**config.mk**
```make
export PLATFORM = sky130hd
export DESIGN_NAME = mid_ctrl
export DESIGN_NICKNAME = d
export VERILOG_FILES = /design/src/rtl/mid_pkg.sv /design/src/rtl/mid_ctrl.sv
export SDC_FILE = /design/constraint.sdc
export NUM_CORES = 1
export LEC_CHECK = 0
export BUFFER_PORTS_ARGS = -buffer_cell sky130_fd_sc_hd__buf_2
export CORE_UTILIZATION = 50
export CTS_CLUSTER_DIAMETER = 120
export DETAILED_ROUTE_END_ITERATION = 7
export GPL_TIMING_DRIVEN = 0
export HOLD_SLACK_MARGIN = 0.1
export PLACE_DENSITY_LB_ADDON = 0.15
export SETUP_SLACK_MARGIN = 0.5
export SYNTH_ARGS = -nofsm -noshare
export SYNTH_HDL_FRONTEND = slang
export SYNTH_SLANG_ARGS = --single-unit
```
**constraint.sdc**
```tcl
create_clock -name clk -period 3 [get_ports clk]
set_input_delay 0.3 -clock clk [delete_from_list [all_inputs] [get_ports clk]]
set_output_delay 0.3 -clock clk [all_outputs]
set_load 0.1 [all_outputs]
```
**src/rtl/mid_pkg.sv**
```systemverilog
package mid_pkg;

	localparam int SAMPLE_WIDTH = 16;
	localparam int LOCK_WIDTH   = SAMPLE_WIDTH - 1;
	localparam int GUARD        = 8;
	localparam int DCF          = 6;
	localparam int AMP_SHIFT    = SAMPLE_WIDTH - 1 + GUARD;

	// datapath widths
	localparam int CW   = 36;   // cordic x/y
	localparam int RW   = 26;   // de-rotated sample
	localparam int MGW  = 26;   // magnitude
	localparam int AW   = 33;   // leak operand
	localparam int MA_W = 36;
	localparam int MB_W = 33;
	localparam int P_W  = MA_W + MB_W;
	localparam int IDX_W = 5;

	localparam int CFG_W     = 32;
	localparam int CFG_IDX_W = 3;

	localparam int INV_GAIN = 39797;
	localparam int LEAK_C   = 429497;
	localparam int LOCK_C   = 4294967;
	localparam int FM_SCALE = 4118;

	typedef enum logic [1:0] {
		MODE_PASS = 2'd0,
		MODE_AM   = 2'd1,
		MODE_SAM  = 2'd2,
		MODE_FM   = 2'd3
	} mode_t;

	typedef enum logic [CFG_IDX_W-1:0] {
		REG_MODE  = 3'd0,
		REG_ALPHA = 3'd1,
		REG_BETA  = 3'd2,
		REG_FLO   = 3'd3,
		REG_FHI   = 3'd4
	} reg_idx_t;

	typedef logic signed [SAMPLE_WIDTH-1:0] sample_t;

	typedef struct packed {
		sample_t in_i;
		sample_t in_q;
	} in_t;

	typedef struct packed {
		sample_t                out_re;
		sample_t                out_im;
		logic [LOCK_WIDTH-1:0]  lock_level;
	} out_t;

	typedef enum logic [4:0] {
		OP_NONE, OP_FM1, OP_FM2, OP_FM3, OP_FM4, OP_FM5,
		OP_RLOAD, OP_ITER_R, OP_RGX, OP_RGY, OP_RFIN,
		OP_VLOAD, OP_ITER_V, OP_VGX, OP_VMAG,
		OP_AM_D, OP_AM_M, OP_AM_U, OP_AM_S,
		OP_SAM_M, OP_SAM_D, OP_SAM_L, OP_SAM_LU, OP_SAM_C, OP_SAM_CU,
		OP_SAM_B, OP_SAM_F, OP_SAM_P, OP_FM_O
	} op_t;

	typedef struct packed {
		op_t              op;
		logic [IDX_W-1:0] iter;
		logic             cap;
		logic             fin;
	} cmd_t;

	typedef struct packed {
		mode_t mode;
	} stat_t;

	// arctangent of 2^-i in q0.32 turns
	function automatic logic [31:0] atan_turn(input logic [IDX_W-1:0] i);
		case (i)
			5'd0:    return 32'd536870912;
			5'd1:    return 32'd316933406;
			5'd2:    return 32'd167458907;
			5'd3:    return 32'd85004756;
			5'd4:    return 32'd42667331;
			5'd5:    return 32'd21354465;
			5'd6:    return 32'd10680862;
			5'd7:    return 32'd5340245;
			5'd8:    return 32'd2670163;
			5'd9:    return 32'd1335087;
			5'd10:   return 32'd667544;
			5'd11:   return 32'd333772;
			5'd12:   return 32'd166886;
			5'd13:   return 32'd83443;
			5'd14:   return 32'd41722;
			5'd15:   return 32'd20861;
			5'd16:   return 32'd10430;
			5'd17:   return 32'd5215;
			5'd18:   return 32'd2608;
			5'd19:   return 32'd1304;
			5'd20:   return 32'd652;
			5'd21:   return 32'd326;
			5'd22:   return 32'd163;
			5'd23:   return 32'd81;
			default: return 32'd0;
		endcase
	endfunction

	function automatic sample_t sat_sample(input logic signed [47:0] v);
		logic signed [47:0] hi;
		logic signed [47:0] lo;
		hi = (48'sd1 <<< (SAMPLE_WIDTH - 1)) - 48'sd1;
		lo = -hi - 48'sd1;
		if (v > hi) return hi[SAMPLE_WIDTH-1:0];
		if (v < lo) return lo[SAMPLE_WIDTH-1:0];
		return v[SAMPLE_WIDTH-1:0];
	endfunction

endpackage

```
**src/rtl/mid_ctrl.sv**
```systemverilog
module mid_ctrl #(
	parameter int CORDIC_STAGES = 16
) (
	input  logic             clk,
	input  logic             arst_n,
	input  logic             in_valid,
	output logic             in_stall,
	output logic             out_valid,
	input  logic             out_stall,
	output mid_pkg::cmd_t    cmd,
	input  mid_pkg::stat_t   stat
);
	import mid_pkg::*;

	localparam int ITW = $clog2(CORDIC_STAGES);
	localparam logic [ITW-1:0] LAST = ITW'(CORDIC_STAGES - 1);

	typedef enum logic [29:0] {
		S_IDLE   = 30'b1 << 0,
		S_FM1    = 30'b1 << 1,
		S_FM2    = 30'b1 << 2,
		S_FM3    = 30'b1 << 3,
		S_FM4    = 30'b1 << 4,
		S_FM5    = 30'b1 << 5,
		S_RLOAD  = 30'b1 << 6,
		S_RITER  = 30'b1 << 7,
		S_RGX    = 30'b1 << 8,
		S_RGY    = 30'b1 << 9,
		S_RFIN   = 30'b1 << 10,
		S_VLOAD  = 30'b1 << 11,
		S_VITER  = 30'b1 << 12,
		S_VGX    = 30'b1 << 13,
		S_VMAG   = 30'b1 << 14,
		S_AM_D   = 30'b1 << 15,
		S_AM_M   = 30'b1 << 16,
		S_AM_U   = 30'b1 << 17,
		S_AM_S   = 30'b1 << 18,
		S_SAM_M  = 30'b1 << 19,
		S_SAM_D  = 30'b1 << 20,
		S_SAM_L  = 30'b1 << 21,
		S_SAM_LU = 30'b1 << 22,
		S_SAM_C  = 30'b1 << 23,
		S_SAM_CU = 30'b1 << 24,
		S_SAM_B  = 30'b1 << 25,
		S_SAM_F  = 30'b1 << 26,
		S_SAM_P  = 30'b1 << 27,
		S_FM_O   = 30'b1 << 28,
		S_DONE   = 30'b1 << 29
	} state_t;

	state_t         st_q, nxt;
	logic [ITW-1:0] iter_q;
	logic           out_valid_q;
	logic           iter_clr, iter_inc;
	op_t            op;
	logic           cap, fin;

	assign in_stall  = (st_q != S_IDLE);
	assign out_valid = out_valid_q;
	assign cmd       = '{op: op, iter: IDX_W'(iter_q), cap: cap, fin: fin};

	always_comb begin
		nxt      = st_q;
		op       = OP_NONE;
		cap      = 1'b0;
		fin      = 1'b0;
		iter_clr = 1'b0;
		iter_inc = 1'b0;
		case (st_q)
			S_IDLE: begin
				if (in_valid) begin
					cap = 1'b1;
					case (stat.mode)
						MODE_AM:  nxt = S_VLOAD;
						MODE_SAM: nxt = S_RLOAD;
						MODE_FM:  nxt = S_FM1;
						default:  nxt = S_DONE;
					endcase
				end
			end
			S_FM1: begin
				op  = OP_FM1;
				nxt = S_FM2;
			end
			S_FM2: begin
				op  = OP_FM2;
				nxt = S_FM3;
			end
			S_FM3: begin
				op  = OP_FM3;
				nxt = S_FM4;
			end
			S_FM4: begin
				op  = OP_FM4;
				nxt = S_FM5;
			end
			S_FM5: begin
				op  = OP_FM5;
				nxt = S_VLOAD;
			end
			S_RLOAD: begin
				op       = OP_RLOAD;
				iter_clr = 1'b1;
				nxt      = S_RITER;
			end
			S_RITER: begin
				op       = OP_ITER_R;
				iter_inc = 1'b1;
				if (iter_q == LAST)
					nxt = S_RGX;
			end
			S_RGX: begin
				op  = OP_RGX;
				nxt = S_RGY;
			end
			S_RGY: begin
				op  = OP_RGY;
				nxt = S_RFIN;
			end
			S_RFIN: begin
				op  = OP_RFIN;
				nxt = S_VLOAD;
			end
			S_VLOAD: begin
				op       = OP_VLOAD;
				iter_clr = 1'b1;
				nxt      = S_VITER;
			end
			S_VITER: begin
				op       = OP_ITER_V;
				iter_inc = 1'b1;
				if (iter_q == LAST)
					nxt = S_VGX;
			end
			S_VGX: begin
				op  = OP_VGX;
				nxt = S_VMAG;
			end
			S_VMAG: begin
				op = OP_VMAG;
				case (stat.mode)
					MODE_AM:  nxt = S_AM_D;
					MODE_SAM: nxt = S_SAM_M;
					default:  nxt = S_FM_O;
				endcase
			end
			S_AM_D: begin
				op  = OP_AM_D;
				nxt = S_AM_M;
			end
			S_AM_M: begin
				op  = OP_AM_M;
				nxt = S_AM_U;
			end
			S_AM_U: begin
				op  = OP_AM_U;
				nxt = S_AM_S;
			end
			S_AM_S: begin
				op  = OP_AM_S;
				nxt = S_DONE;
			end
			S_SAM_M: begin
				op  = OP_SAM_M;
				nxt = S_SAM_D;
			end
			S_SAM_D: begin
				op  = OP_SAM_D;
				nxt = S_SAM_L;
			end
			S_SAM_L: begin
				op  = OP_SAM_L;
				nxt = S_SAM_LU;
			end
			S_SAM_LU: begin
				op  = OP_SAM_LU;
				nxt = S_SAM_C;
			end
			S_SAM_C: begin
				op  = OP_SAM_C;
				nxt = S_SAM_CU;
			end
			S_SAM_CU: begin
				op  = OP_SAM_CU;
				nxt = S_SAM_B;
			end
			S_SAM_B: begin
				op  = OP_SAM_B;
				nxt = S_SAM_F;
			end
			S_SAM_F: begin
				op  = OP_SAM_F;
				nxt = S_SAM_P;
			end
			S_SAM_P: begin
				op  = OP_SAM_P;
				nxt = S_DONE;
			end
			S_FM_O: begin
				op  = OP_FM_O;
				nxt = S_DONE;
			end
			S_DONE: begin
				if (!out_valid_q || !out_stall) begin
					fin = 1'b1;
					nxt = S_IDLE;
				end
			end
			default: nxt = S_IDLE;
		endcase
	end

	always_ff @(posedge clk or negedge arst_n) begin
		if (!arst_n) begin
			st_q        <= S_IDLE;
			iter_q      <= '0;
			out_valid_q <= 1'b0;
		end else begin
			st_q <= nxt;
			if (iter_clr)
				iter_q <= '0;
			else if (iter_inc)
				iter_q <= iter_q + ITW'(1);
			if (fin)
				out_valid_q <= 1'b1;
			else if (!out_stall)
				out_valid_q <= 1'b0;
		end
	end

endmodule

```
==> out/qor_table.md <==
| Step | Quantity | Value |
|:---|:---|:---|
| run status | Result of the run | complete, but fails checks |
| run status | Failing checks | setup timing |
| pwr | Combinational power share | 67.7% |
| timing | Number of hold violations in the final report | 0 |
| pwr | Proportion of power drawn by the clock network | 12.4% |
| layout | Fill cell count | 236 |
| timing | RSZ-0062 raised after global routing | true |
| layout | Summed area of non-filler cells in the final layout | 3310 sq um |
| die | Die width | 68.9 um |
| pwr | Net switching power | 1.43 mW |
| timing | Final max-slew violation count | 0 |
| global route | Total track usage | 29.3% |
| yosys | Portion of synthesized cell area occupied by the leading cell type | 38.1% |
| cts | Number of buffers created by CTS | 5 |
| placed design | Placed Area | 2440 sq um |
| global route | Vias in the first global route | 1985 |
| cts | Count of H-tree levels built during CTS | 2 |
| yosys | Most numerous cell in the Yosys netlist | sky130_fd_sc_hd__dfrtp_1 |
| global route | Pin count of the biggest net entering global routing | 36 |
| die | Area of the placeable core | 4140 sq um |
| detailed routing | Routed wire length per instance | 20.5 um |
| pwr | Net Sw Frac | 48.9% |
| die | Row count | 23 |
| detailed routing | Overall via count from detail_route | 2343 |
| yosys | Register bit total from synthesis | 35 |
| layout | Utilization after layout | 79.8% |
| cts | Clock Tree Root | sky130_fd_sc_hd__clkbuf_8 |
| cts | Clock-pin slew reported for the worst setup and hold paths after clock tree synthesis | 0.07 ns |
| critical path | Start-to-end type of the worst setup path | register to output pin |
| placed design | Post-DP HPWL | 3.97 mm |
| pwr | Power per standard cell area | 883 nW/um^2 |
| timing | Shortest period the worst path allows | 3.06 ns |
| die | Die extent in y | 68.9 um |
| timing | Final setup margin | -0.0592 ns |
| yosys | Sequential share of the synthesized area | 39.2% |
| detailed routing | Antenna-violating nets left | 0 |
| layout | Post-layout nets | 315 |
| pwr | Sequential cell fraction of total power | 19.8% |
| detailed routing | Violation count after the first detailed-route iteration | 200 |
| yosys | Dominant cell type by area after synthesis | sky130_fd_sc_hd__dfrtp_1 |
| yosys | Gate count after technology mapping | 229 |
| timing | Slew of the pin with the lowest slew margin | 0.788 ns |
| critical path | Critical Path Source Type | register |
| cts | CTS tree | yes |
| cts | Longest Clk Path Bufs | 2 |
| pwr | Internal Power | 1.49 mW |
| cts | Clk sinks | 35 |
| global route | Global-route congestion overflow total | 0 |
| timing | Rel. slew slack | 47.4% |
| run | Maximum Capacitance Violations | 0 |
| yosys | Unique cell type count in the Yosys netlist | 57 |
| timing | Post-route clock period utilization | 102% |
| critical path | Launching instance or port of the critical path | st_q[26] |
| pwr | Peak VDD IR | 0.884 mV |
| die | Area of the die | 4740 sq um |
| global route | Wire length of the first global-routing pass | 9.78 mm |
| yosys | Mean Syn Cell Area | 9.76 sq um |
| critical path | WP data required | 2.70 ns |
| layout | Antenna diode count | 0 |
| yosys | Asr flop ratio synth | 100% |
| critical path | Nature of the critical path endpoint | output pin |
| yosys | Most area-consuming cells after synthesis | sky130_fd_sc_hd__dfrtp_1, sky130_fd_sc_hd__nor4_4, sky130_fd_sc_hd__nor2_1 |
| die | Io pins | 20 |
| timing | Achievable clock frequency | 0.327 GHz |
| detailed routing | Vias per std cell | 6.60 |
| yosys | Summed instance area of the synthesized netlist | 2230 sq um |
| yosys | Number of enable flip-flop cells after synthesis | 0 |
| detailed routing | Post-route DRC violation count | 0 |
| pwr | Overall power after layout | 2.92 mW |
| yosys | Yosys Warn Count | 0 |
| hold path | Path class of the lowest-slack min-delay path | primary input to asynchronous set/reset pin |
| yosys | Most common flop cell mapped by yosys | sky130_fd_sc_hd__dfrtp_1 |
| detailed routing | TritonRoute pass-1 iters | 5 |
| timing | Worst Clk Skew | 0.00530 ns |
| detailed routing | Overall routed net length | 7.27 mm |
| cts | Quantity of hold-fixing buffers added after cts | 0 |
| critical path | Startpoint of the most critical register-to-register path | st_q[26] |
| cts | Clock latency reported for the late side of the worst-skew pair | 0.30 ns |
| timing | Finish-stage setup viols | 2 |
| yosys | Ranking of synthesized cells by instance count | sky130_fd_sc_hd__dfrtp_1, sky130_fd_sc_hd__nor2_1, sky130_fd_sc_hd__nand2_1, sky130_fd_sc_hd__nor3_1, sky130_fd_sc_hd__nand3_1 |
| layout | Synthesis-to-finish area growth | 48.0% |
| yosys | Number of nets produced by synthesis | 240 |
| critical path | Arrival @ worst endpoint | 2.76 ns |
| placed design | Gpl congestion | 0.918 |
| critical path | Max Fanout on Critical Path | 7 |
| placed design | Port Buffers | 18 |
| layout | Share of post-route cells with drive strength above 1 | 47.2% |
| pwr | Leakage Power | 1.53 nW |
| global route | Initial antenna violation count | 0 |
| die | Starting density of the core | 53.9% |
## cells by family after synthesis
kind of cell | after synthesis | share of synthesized area [%]
other | 1 | 0.168
flip-flops | 35 | 39.3
buffers and inverters | 13 | 3.14
AND/OR/NAND/NOR | 137 | 41.8
adder cells (fa/ha/maj) | 5 | 2.80
AO/OA/AOI/OAI | 26 | 8.01
XOR/XNOR | 10 | 3.92
multiplexers | 2 | 0.896
## cell type report
cell class	count	area, sq um	share of cell area, %
buffer	8	72.6	2.19
clock buffer	7	86.3	2.61
clock inverter	1	5.00	0.151
inverter	5	21.3	0.643
multi-input combinational	181	1540	46.6
sequential	35	897	27.1
tap	50	62.6	1.89
timing repair buffer	68	621	18.8
## cell usage in the layout (no fill, tap or decap), drive strengths merged, types with 3 or more instances in the layout
cell	instances
nand3	12
inv	5
nor2	20
nand4b	4
dfrtp	34
o21ai	7
xnor2	4
ha	5
nand4	10
nand2	14
and2	7
or4	4
or3	7
nor3b	4
nor4	14
and4b	4
clkbuf	9
nor3	14
nor4b	8
xor2	6
a21oi	3
buf	74
nand2b	5
## flip-flops by register name, summed over array words and instances (netlist names)
| name | cells |
|---|---|
| iter_q | 4 |
| st_q | 30 |
| out_valid | 1 |
## power by group through the flow
stage	sequential, mW	clock (mW)	combinational (mW)
after floorplan	0.688	0	0.841
after global placement	0.579	0	1.17
after detailed placement	0.580	0	1.18
after CTS	0.573	0.362	1.50
after global routing	0.586	0.381	2.06
final	0.579	0.363	1.98
## routing by layer
layer,global-route usage (%),vias up,routed length (um)
met3,7.40,58,666
met5,0,-,0
met4,13.0,0,436
met1,37.0,1104,2800
li1,-,1024,-
met2,46.8,157,3370
## final timing paths
kind	end	slack, ns	cells after the start
setup / recovery	cmd[8]	-0.06	10
hold / removal	iter_q[3]	0.08	1
setup reg to reg	st_q[11]	0.52	11
hold reg to reg	st_q[9]	0.54	1
max in group asynchronous	st_q[2]	2.37	1
min in group clk	out_valid	0.28	3
## metrics by stage
step	hold slack, ns	instances	setup TNS [ns]	worst slack [ns]
6_report	0.0843	355	-0.102	-0.0592
5_1_grt	0.159	355	-0.302	-0.157
4_1_cts	0.104	333	0	0.0385
3_5_place_dp	0.419	297	-0.288	-0.288
3_3_place_gp	0.419	297	-0.271	-0.271
2_1_floorplan	0.00441	229	0	0.0753
## critical path, cell delays in order, from the launching register on
cell and delay (ns):
sky130_fd_sc_hd__dfrtp_2 0.46, sky130_fd_sc_hd__nor4_4 0.38, sky130_fd_sc_hd__buf_4 0.19, sky130_fd_sc_hd__nand4_4 0.20, sky130_fd_sc_hd__buf_8 0.20, sky130_fd_sc_hd__buf_12 0.13
sky130_fd_sc_hd__nor3_2 0.28, sky130_fd_sc_hd__nor4_2 0.10, sky130_fd_sc_hd__nor3b_2 0.18, sky130_fd_sc_hd__nand4_1 0.12, sky130_fd_sc_hd__buf_8 0.21
## what timing repair did
item,in CTS,in global routing
gates resized for setup,56,47
gates cloned,0,0
endpoints found under the setup margin,18,9
pin swaps,18,18
buffers inserted,28,22
hold endpoints to repair,0,0
Note: power is estimated with default switching activity, not from simulation.
